$ cat src/design/hws_pkg.sv
`timescale 1ns / 1ps
`default_nettype none
package hws_pkg;

    localparam int WinSize   = 64;
    localparam int HalfWin   = WinSize / 2;
    localparam int IdxW      = 6;
    localparam int HopW      = 11;
    localparam int CntW      = 10;
    localparam int SampW     = 16;
    localparam int CoefW     = 17;
    localparam int ProdW     = SampW + CoefW;
    localparam int AccW      = 38;
    localparam int BinW      = 23;
    localparam logic [HopW-1:0] HopReset = 11'd16;
    localparam logic [HopW-1:0] HopMax   = 11'd1024;

    // Angle steps for the window and twiddle tables
    localparam real Pi       = 3.14159265358979323846;
    localparam real HannStep = 2.0 * Pi / (WinSize - 1);
    localparam real TwidStep = 2.0 * Pi / WinSize;

    typedef logic signed [CoefW-1:0] t_coef;
    typedef t_coef t_coef_tab [0:WinSize-1];

    typedef enum logic [2:0] {
        BK_IDLE,
        BK_COPY,
        BK_CDRAIN,
        BK_BIN,
        BK_BDRAIN,
        BK_EMIT
    } t_back_state;

    // Status and ring read request from the back end to the front end
    typedef struct packed {
        logic            copy_busy;
        logic [IdxW-1:0] ring_addr;
    } t_back_status;

    function automatic t_coef f_round(input real v);
        if (v >= 0.0) begin
            return t_coef'($rtoi(v + 0.5));
        end
        return t_coef'(-$rtoi(0.5 - v));
    endfunction

    function automatic t_coef_tab f_hann_tab();
        t_coef_tab t;
        for (int n = 0; n < WinSize; n++) begin
            t[n] = f_round(16384.0 * (1.0 - $cos(HannStep * n)));
        end
        return t;
    endfunction

    function automatic t_coef_tab f_cos_tab();
        t_coef_tab t;
        for (int n = 0; n < WinSize; n++) begin
            t[n] = f_round(32768.0 * $cos(TwidStep * n));
        end
        return t;
    endfunction

    function automatic t_coef_tab f_sin_tab();
        t_coef_tab t;
        for (int n = 0; n < WinSize; n++) begin
            t[n] = f_round(32768.0 * $sin(TwidStep * n));
        end
        return t;
    endfunction

    localparam t_coef_tab HannTab = f_hann_tab();
    localparam t_coef_tab CosTab  = f_cos_tab();
    localparam t_coef_tab SinTab  = f_sin_tab();

endpackage
`default_nettype wire

$ cat src/design/hann_windowed_stft_unit.sv
// Order: after a window's last sample is taken, the window is copied out of the
// sample ring, then its bins follow one by one (64 products plus pipeline drain each).
// Throughput: the bin engine does one complex multiply per cycle and takes the next
// window only after the last bin is queued; samples are taken one per cycle except
// while a window is being copied out of the sample ring or one is waiting to be copied.
// Reset: synchronous, active low; clears counters, queues and sets the hop to 16.
`timescale 1ns / 1ps
`default_nettype none
module hann_windowed_stft_unit
    import hws_pkg::*;
(
    input  wire logic                    i_clk,
    input  wire logic                    i_rst_n,
    input  wire logic                    push,
    output logic                         full,
    input  wire logic signed [SampW-1:0] i_sample,
    input  wire logic                    i_first,
    output logic                         empty,
    input  wire logic                    pop,
    output logic [IdxW-1:0]              o_bin_index,
    output logic signed [BinW-1:0]       o_bin_real,
    output logic signed [BinW-1:0]       o_bin_imag,
    output logic                         o_last_bin,
    input  wire logic                    i_cfg_valid,
    output logic                         o_cfg_ready,
    input  wire logic [HopW-1:0]         i_cfg_data
);
    t_back_status            status;
    logic                    job_push;
    logic [IdxW-1:0]         job_start_in;
    logic                    job_pop;
    logic                    job_valid;
    logic [IdxW-1:0]         job_start;
    logic signed [SampW-1:0] ring_data;

    assign o_cfg_ready = 1'b1;

    hws_front u_front (
        .i_clk         (i_clk),
        .i_rst_n       (i_rst_n),
        .i_push        (push),
        .o_full        (full),
        .i_sample      (i_sample),
        .i_first       (i_first),
        .i_cfg_valid   (i_cfg_valid),
        .i_cfg_data    (i_cfg_data),
        .i_job_pending (job_valid),
        .i_status      (status),
        .o_job_push    (job_push),
        .o_job_start   (job_start_in),
        .o_ring_data   (ring_data)
    );

    hws_job_queue u_jobs (
        .i_clk   (i_clk),
        .i_rst_n (i_rst_n),
        .i_push  (job_push),
        .i_start (job_start_in),
        .i_pop   (job_pop),
        .o_valid (job_valid),
        .o_start (job_start)
    );

    hws_back u_back (
        .i_clk       (i_clk),
        .i_rst_n     (i_rst_n),
        .i_job_valid (job_valid),
        .i_job_start (job_start),
        .o_job_pop   (job_pop),
        .o_status    (status),
        .i_ring_data (ring_data),
        .o_empty     (empty),
        .i_pop       (pop),
        .o_bin_index (o_bin_index),
        .o_bin_real  (o_bin_real),
        .o_bin_imag  (o_bin_imag),
        .o_last_bin  (o_last_bin)
    );
endmodule
`default_nettype wire

$ cat src/design/hws_job_queue.sv
`timescale 1ns / 1ps
`default_nettype none
module hws_job_queue
    import hws_pkg::*;
(
    input  wire logic            i_clk,
    input  wire logic            i_rst_n,
    input  wire logic            i_push,
    input  wire logic [IdxW-1:0] i_start,
    input  wire logic            i_pop,
    output logic                 o_valid,
    output logic [IdxW-1:0]      o_start
);
    logic [IdxW-1:0] r_slot [2];
    logic            r_wr;
    logic            r_rd;
    logic [1:0]      r_cnt;
    logic [1:0]      n_cnt;

    // Store window start positions in arrival order
    always_ff @(posedge i_clk) begin
        if (i_push && r_cnt != 2'd2) begin
            r_slot[r_wr] <= i_start;
        end
    end

    always_comb begin
        n_cnt = r_cnt;
        if (i_push && r_cnt != 2'd2 && !(i_pop && r_cnt != 2'd0)) begin
            n_cnt = r_cnt + 2'd1;
        end else if (!(i_push && r_cnt != 2'd2) && i_pop && r_cnt != 2'd0) begin
            n_cnt = r_cnt - 2'd1;
        end
    end

    always_ff @(posedge i_clk) begin
        if (!i_rst_n) begin
            r_wr  <= 1'b0;
            r_rd  <= 1'b0;
            r_cnt <= 2'd0;
        end else begin
            if (i_push && r_cnt != 2'd2) begin
                r_wr <= ~r_wr;
            end
            if (i_pop && r_cnt != 2'd0) begin
                r_rd <= ~r_rd;
            end
            r_cnt <= n_cnt;
        end
    end

    assign o_valid = (r_cnt != 2'd0);
    assign o_start = r_slot[r_rd];
endmodule
`default_nettype wire

$ cat src/design/hws_front.sv
`timescale 1ns / 1ps
`default_nettype none
module hws_front
    import hws_pkg::*;
(
    input  wire logic                    i_clk,
    input  wire logic                    i_rst_n,
    input  wire logic                    i_push,
    output logic                         o_full,
    input  wire logic signed [SampW-1:0] i_sample,
    input  wire logic                    i_first,
    input  wire logic                    i_cfg_valid,
    input  wire logic [HopW-1:0]         i_cfg_data,
    input  wire logic                    i_job_pending,
    input  wire t_back_status            i_status,
    output logic                         o_job_push,
    output logic [IdxW-1:0]              o_job_start,
    output logic signed [SampW-1:0]      o_ring_data
);
    logic signed [SampW-1:0] r_ring [WinSize];
    logic [IdxW:0]           r_seen;
    logic [CntW-1:0]         r_hop_cnt;
    logic [IdxW-1:0]         r_wptr;
    logic [HopW-1:0]         r_hop;
    logic [IdxW:0]           n_seen;
    logic [CntW-1:0]         n_hop_cnt;
    logic [IdxW:0]           seen_base;
    logic [CntW-1:0]         cnt_base;
    logic [HopW-1:0]         hop_eff;
    logic                    accept;
    logic                    emit;

    assign o_full = i_job_pending || i_status.copy_busy;
    assign accept = i_push && !o_full;

    // Clamp the hop into its legal range
    always_comb begin
        hop_eff = r_hop;
        if (r_hop == '0) begin
            hop_eff = HopW'(1);
        end else if (r_hop > HopMax) begin
            hop_eff = HopMax;
        end
    end

    // Classify each sample: count toward a full window, then count down the hop
    always_comb begin
        seen_base = i_first ? '0 : r_seen;
        cnt_base  = i_first ? '0 : r_hop_cnt;
        n_seen    = (seen_base < (IdxW+1)'(WinSize)) ? seen_base + 1'b1 : seen_base;
        n_hop_cnt = cnt_base;
        emit      = 1'b0;
        if (n_seen == (IdxW+1)'(WinSize)) begin
            if (cnt_base != '0) begin
                n_hop_cnt = cnt_base - 1'b1;
            end else begin
                n_hop_cnt = CntW'(hop_eff - 1'b1);
                emit      = 1'b1;
            end
        end
    end

    assign o_job_push  = accept && emit;
    assign o_job_start = r_wptr + 1'b1;

    always_ff @(posedge i_clk) begin
        if (!i_rst_n) begin
            r_seen    <= '0;
            r_hop_cnt <= '0;
            r_wptr    <= '0;
            r_hop     <= HopReset;
        end else begin
            if (i_cfg_valid) begin
                r_hop <= i_cfg_data;
            end
            if (accept) begin
                r_seen    <= n_seen;
                r_hop_cnt <= n_hop_cnt;
                r_wptr    <= r_wptr + 1'b1;
            end
        end
    end

    // Write the sample ring, read it for the back end
    always_ff @(posedge i_clk) begin
        if (accept) begin
            r_ring[r_wptr] <= i_sample;
        end
        o_ring_data <= r_ring[i_status.ring_addr];
    end
endmodule
`default_nettype wire

$ cat src/design/hws_back.sv
`timescale 1ns / 1ps
`default_nettype none
module hws_back
    import hws_pkg::*;
(
    input  wire logic                    i_clk,
    input  wire logic                    i_rst_n,
    input  wire logic                    i_job_valid,
    input  wire logic [IdxW-1:0]         i_job_start,
    output logic                         o_job_pop,
    output t_back_status                 o_status,
    input  wire logic signed [SampW-1:0] i_ring_data,
    output logic                         o_empty,
    input  wire logic                    i_pop,
    output logic [IdxW-1:0]              o_bin_index,
    output logic signed [BinW-1:0]       o_bin_real,
    output logic signed [BinW-1:0]       o_bin_imag,
    output logic                         o_last_bin
);
    t_back_state             r_state;
    t_back_state             n_state;
    logic [IdxW-1:0]         r_n;
    logic [IdxW-1:0]         r_k;
    logic [IdxW-1:0]         r_m;
    logic [IdxW-1:0]         r_start;
    logic [1:0]              r_cv;
    logic [IdxW-1:0]         r_cn1;
    logic [IdxW-1:0]         r_cn2;
    logic signed [ProdW-1:0] r_wprod;
    logic signed [ProdW-1:0] wsum;
    logic signed [SampW-1:0] r_win [WinSize];
    logic signed [SampW-1:0] r_win_q;
    logic [1:0]              r_bv;
    logic [IdxW-1:0]         r_m1;
    logic signed [ProdW-1:0] r_pre_re;
    logic signed [ProdW-1:0] r_pre_im;
    logic signed [AccW-1:0]  r_acc_re;
    logic signed [AccW-1:0]  r_acc_im;
    logic signed [AccW-1:0]  rnd_re;
    logic signed [AccW-1:0]  rnd_im;
    logic [IdxW-1:0]         r_q_idx  [2];
    logic [BinW-1:0]         r_q_re   [2];
    logic [BinW-1:0]         r_q_im   [2];
    logic                    r_q_last [2];
    logic                    r_q_wr;
    logic                    r_q_rd;
    logic [1:0]              r_q_cnt;
    logic                    issue_copy;
    logic                    issue_bin;
    logic                    emit;
    logic                    acc_clr;
    logic                    last_k;
    logic                    pop_ok;

    assign last_k = (r_k == IdxW'(HalfWin));
    assign pop_ok = i_pop && (r_q_cnt != 2'd0);

    // Next state
    always_comb begin
        n_state = r_state;
        case (r_state)
            BK_IDLE:   if (i_job_valid) n_state = BK_COPY;
            BK_COPY:   if (r_n == IdxW'(WinSize - 1)) n_state = BK_CDRAIN;
            BK_CDRAIN: if (r_cv == 2'b00) n_state = BK_BIN;
            BK_BIN:    if (r_n == IdxW'(WinSize - 1)) n_state = BK_BDRAIN;
            BK_BDRAIN: if (r_bv == 2'b00) n_state = BK_EMIT;
            BK_EMIT:   if (r_q_cnt != 2'd2) n_state = last_k ? BK_IDLE : BK_BIN;
            default:   n_state = BK_IDLE;
        endcase
    end

    // State outputs
    always_comb begin
        o_job_pop  = 1'b0;
        issue_copy = 1'b0;
        issue_bin  = 1'b0;
        emit       = 1'b0;
        acc_clr    = 1'b0;
        case (r_state)
            BK_IDLE:   o_job_pop  = i_job_valid;
            BK_COPY:   issue_copy = 1'b1;
            BK_CDRAIN: acc_clr    = (r_cv == 2'b00);
            BK_BIN:    issue_bin  = 1'b1;
            BK_BDRAIN: ;
            BK_EMIT: begin
                emit    = (r_q_cnt != 2'd2);
                acc_clr = emit;
            end
            default: ;
        endcase
    end

    assign o_status.copy_busy = (r_state == BK_COPY) || (r_state == BK_CDRAIN);
    assign o_status.ring_addr = r_start + r_n;

    always_ff @(posedge i_clk) begin
        if (!i_rst_n) begin
            r_state <= BK_IDLE;
            r_n     <= '0;
            r_k     <= '0;
            r_m     <= '0;
            r_cv    <= 2'b00;
            r_bv    <= 2'b00;
        end else begin
            r_state <= n_state;
            r_cv    <= {r_cv[0], issue_copy};
            r_bv    <= {r_bv[0], issue_bin};
            if (o_job_pop) begin
                r_n <= '0;
            end else if (issue_copy || issue_bin) begin
                r_n <= r_n + 1'b1;
            end
            if (issue_bin) begin
                r_m <= r_m + r_k;
            end else if (acc_clr) begin
                r_m <= '0;
            end
            if (r_state == BK_CDRAIN) begin
                r_k <= '0;
            end else if (emit) begin
                r_k <= r_k + 1'b1;
            end
        end
    end

    // Window the samples: ring read, multiply by Hann, round into the window store
    assign wsum = r_wprod + ProdW'(16384);
    always_ff @(posedge i_clk) begin
        if (o_job_pop) begin
            r_start <= i_job_start;
        end
        r_cn1   <= r_n;
        r_cn2   <= r_cn1;
        r_wprod <= ProdW'(i_ring_data) * ProdW'(HannTab[r_cn1]);
        if (r_cv[1]) begin
            r_win[r_cn2] <= wsum[SampW+14:15];
        end
    end

    // Bin sums: read window, multiply by twiddles, accumulate
    always_ff @(posedge i_clk) begin
        r_win_q  <= r_win[r_n];
        r_m1     <= r_m;
        r_pre_re <= ProdW'(r_win_q) * ProdW'(CosTab[r_m1]);
        r_pre_im <= ProdW'(r_win_q) * ProdW'(SinTab[r_m1]);
        if (acc_clr) begin
            r_acc_re <= '0;
            r_acc_im <= '0;
        end else if (r_bv[1]) begin
            r_acc_re <= r_acc_re + AccW'(r_pre_re);
            r_acc_im <= r_acc_im - AccW'(r_pre_im);
        end
    end

    assign rnd_re = r_acc_re + AccW'(16384);
    assign rnd_im = r_acc_im + AccW'(16384);

    // Result queue between the bin engine and the output ports
    always_ff @(posedge i_clk) begin
        if (emit) begin
            r_q_idx[r_q_wr]  <= r_k;
            r_q_re[r_q_wr]   <= rnd_re[BinW+14:15];
            r_q_im[r_q_wr]   <= rnd_im[BinW+14:15];
            r_q_last[r_q_wr] <= last_k;
        end
    end

    always_ff @(posedge i_clk) begin
        if (!i_rst_n) begin
            r_q_wr  <= 1'b0;
            r_q_rd  <= 1'b0;
            r_q_cnt <= 2'd0;
        end else begin
            if (emit) begin
                r_q_wr <= ~r_q_wr;
            end
            if (pop_ok) begin
                r_q_rd <= ~r_q_rd;
            end
            if (emit && !pop_ok) begin
                r_q_cnt <= r_q_cnt + 2'd1;
            end else if (!emit && pop_ok) begin
                r_q_cnt <= r_q_cnt - 2'd1;
            end
        end
    end

    assign o_empty     = (r_q_cnt == 2'd0);
    assign o_bin_index = r_q_idx[r_q_rd];
    assign o_bin_real  = r_q_re[r_q_rd];
    assign o_bin_imag  = r_q_im[r_q_rd];
    assign o_last_bin  = r_q_last[r_q_rd];
endmodule
`default_nettype wire

$ cat config.mk
export PLATFORM = sky130hd
export DESIGN_NAME = hann_windowed_stft_unit
export DESIGN_NICKNAME = d
export VERILOG_FILES = /design/src/design/hws_pkg.sv /design/src/design/hann_windowed_stft_unit.sv /design/src/design/hws_job_queue.sv /design/src/design/hws_front.sv /design/src/design/hws_back.sv
export SDC_FILE = /design/constraint.sdc
export NUM_CORES = 2
export LEC_CHECK = 0
export ABC_AREA = 1
export BUFFER_PORTS_ARGS = -buffer_cell sky130_fd_sc_hd__buf_2
export CAP_MARGIN = 20
export CORE_ASPECT_RATIO = 1.4
export CORE_MARGIN = 2
export CORE_UTILIZATION = 50
export CTS_CLUSTER_DIAMETER = 50
export DETAILED_ROUTE_END_ITERATION = 8
export HOLD_SLACK_MARGIN = 0.05
export PLACE_DENSITY = 0.65
export SYNTH_ARGS = -nofsm -noshare
export SYNTH_HDL_FRONTEND = slang
export SYNTH_SLANG_ARGS = --single-unit
export TNS_END_PERCENT = 100
$ cat constraint.sdc
create_clock -name i_clk -period 7.5 [get_ports i_clk]
set_input_delay 1.125 -clock i_clk [delete_from_list [all_inputs] [get_ports i_clk]]
set_output_delay 1.125 -clock i_clk [all_outputs]
set_load 0.02 [all_outputs]
==> flow_summary.yaml <==
worst_hold_path:
  hp-class: "reg -> reg"
  worstHoldStart: "u_back.r_cn1[5]$_DFF_P_"
  worstHoldEndpoint: "u_back.r_cn2[5]$_DFF_P_"
  holdPathStages: 0
setup_path:
  path_class: "reg -> reg"
  r2r-start: "u_back.r_cn1[0]$_DFF_P_"
  crit_path_frequent_cell: "inv_1"
  cp_max_fo: 11
  worst-r2r-setup-slack_ns: 0.31
  cpMaxStageDelayCell: "fa_1"
  cp.arrival_ns: 7.94
  worst_ep_required_time_ns: 8.25
  endpoint_kind: "flip-flop"
  rr_endpoint: "u_back.r_wprod[23]$_DFF_P_"
  crit_path_start_kind: "flip-flop"
  rr_worst_depth: 29
  slowest_delay_ns: 0.61
floorplanning:
  die_area_um2: 267000
  core_area_um2: 261000
  io_pins: 89
  chipWidth_um: 437
  chipHeight_um: 610
  rows: 222
  start_util_pct: 50.2
synth:
  ys.flop_type: "edfxtp_1"
  yosysTopAreaCellShare_pct: 49.7
  synth.largest_area_cell: "edfxtp_1"
  syn_avg_cell_area_um2: 10.6
  synth-seq-cells: 2449
  synth_common_cells: "2172 x edfxtp_1, 1992 x nor2_1, 1434 x inv_1"
  seq_area_frac_synth_pct: 53.9
  yosysWarnings: 0
  netlist_area_um2: 131000
  synth_nets: 13500
  synth_edf_count: 2172
  yosys-top-cells-area: "edfxtp_1 50%, fa_1 11%, nor2_1 5.7%, o21ai_0 4.8%, dfxtp_1 4.2%"
  synth_cells: 12300
  synthDistinctLibCells: 72
  synthArstFlopShare_pct: 0
  yosysMostFrequentCell: "edfxtp_1"
layout:
  fin_nets: 13600
  utilization_pct: 55.6
  final_cells: 16200
  fillerInstances: 22300
  multiInputGateArea_um2: 52900
  drive_gt1_share_pct: 8.60
  stdcell_area_um2: 145000
  area_delta_synth_final_pct: 10.7
  seqCellArea_um2: 70800
timing:
  hold_viol: 0
  maxSlewHeadroom_pct: 13.9
  skew_ns: 0.180
  fmax_mhz: 139
  timing.final.max_slew_violations: 0
  tightest_slew_ns: 1.29
  setup_slack_ns: 0.308
  setup_violations: 0
  holdWs_ns: 0.414
  period_needed_ns: 7.19
  fin_crit_sh_pct: 95.9
  fin_tns_setup_ns: 0
routing:
  viasPerCell: 5.79
  vias: 93500
  routed_wirelength_um: 386000
  drt_iter0_drc: 8707
  final_antenna_net_count: 0
  firstDrtPassIters: 6
  wl_per_cell_um: 23.9
  drc: 0
placed_design:
  port_buffers: 87
  placedCellCount: 15700
  gp_congestion: 0.938
  dpl_cell_area_um2: 137000
  post-place-ws_ns: -0.0626
  dpl.hpwl_um: 262000
cts:
  clk_pin_slew_ns: 0.06
  cts_tree: "done"
  holdBufCountCts: 0
  cts_max_level: 4
  cts_root_buf: "clkbuf_16"
  cts_buffer_depth: 4
  clock-sinks: 2449
  clk_latency_ns: 0.97
  cts_made_buffers: 244
grt:
  gr-total-overflow: 0
  grt_pass1_vias: 95000
  antenna_found_initial: 11
  gr-usage-all-layers_pct: 28.5
  grt_max_degree: 192
  grt_pass1_wl_um: 577000
power:
  vdd_drop_max_v: 0.000518
  power_density_nw_per_um2: 317
  total_power_mw: 46.0
  p_leak_nw: 56.6
outcome:
  status: "completed"
run:
  drv_cap: 0
cell usage in the layout, fill, tap and decap left out, drive strengths merged, types with 5 or more instances in the layout:
master    instances
dfxtp           277
inv            1473
a22oi             6
o31ai            39
edfxtp         2172
a21boi           12
nor4             19
a31o              7
xor2            138
o21ai          1315
clkinv          117
a221oi            8
buf             494
a31oi            36
o21bai           18
a21oi           406
clkinvlp         24
xnor2            70
mux2             53
bufinv           14
nor2           2003
mux2i            16
a21o             27
o221ai          228
nand4            83
a22o              5
o211ai           52
nor3             58
clkbuf          294
nand3           381
diode             8
o22ai           299
o21a             14
nand2          1360
fa              735
ha              393
a211oi            7
cell type report:
cell class,count,area share [%]
inverter,1475,3.85
multi-input combinational,7823,36.5
timing repair buffer,494,2.53
clock buffer,294,4.49
sequential,2449,48.8
tap,3472,2.99
antenna,8,0.0138
clock inverter,153,0.911
flip-flops by register name (all words and copies together) (netlist names), 17 cells and up, named ones only:
| name | cells |
|---|---|
| u_back.r_win | 1024 |
| u_front.r_ring | 1024 |
| u_back.r_q_im | 46 |
| u_back.r_q_re | 46 |
| u_back.r_acc_im | 38 |
| u_back.r_acc_re | 38 |
| u_back.r_pre_im | 33 |
| u_back.r_pre_re | 33 |
| u_back.r_wprod | 17 |
worst max path at each step:
| stage | startpoint | to | slack, ns |
|---|---|---|---|
| after CTS | u_back.r_m1[1]$_DFF_P_ | u_back.r_pre_im[29]$_DFF_P_ | 0.04 |
| after global routing | u_back.r_m1[0]$_DFF_P_ | u_back.r_pre_im[29]$_DFF_P_ | -0.04 |
| after detailed placement | u_back.r_m1[1]$_DFF_P_ | u_back.r_pre_im[29]$_DFF_P_ | -0.06 |
| after floorplan | u_back.r_m1[0]$_DFF_P_ | u_back.r_pre_im[30]$_DFF_P_ | 0.83 |
| final | u_back.r_cn1[0]$_DFF_P_ | u_back.r_wprod[23]$_DFF_P_ | 0.31 |
| after global placement | u_back.r_m1[1]$_DFF_P_ | u_back.r_pre_im[29]$_DFF_P_ | -0.02 |
critical path, delay by kind of cell, from the launching register on:
family	cells	cell delay (ns)
adders and majority gates	8	3.72
buffers and inverters	10	1.09
and+or+nand+nor	6	0.91
AOI/OAI and AO/OA	4	0.78
DFF	1	0.34
xor gates and xnor gates	1	0.14
cell families after synthesis:
family          after synthesis  share of synthesized area, %
simple gates               3920                          12.0
compound gates             2497                          11.0
flops                      2449                          53.9
buf+inv                    2074                          6.09
fa+ha+maj                  1128                          15.0
xor+xnor                    208                          1.39
mux                          69                         0.577
other cells                   1                       0.00286
report_power, final:
part / switching, mW / total (mW) / internal, mW
Combinational: 11.8 / 16.8 / 4.98
Clock: 5.29 / 12.0 / 6.70
Sequential: 0.683 / 17.2 / 16.5
Total: 17.8 / 46.0 / 28.2
metal layers:
metal	part of all wire, %	routed length, µm	track usage [%]
met1	37	144000	34.7
met2	50	194000	49.8
met3	6.6	25500	3.45
met4	5.7	22100	14.3
met5	0.0023	9	0
timing repair:
item	CTS	global route
setup endpoints to repair	1	32
gates resized for setup	1	35
buffers inserted	0	11
pin swaps	0	5
Note: power is estimated with default switching activity, not from simulation.
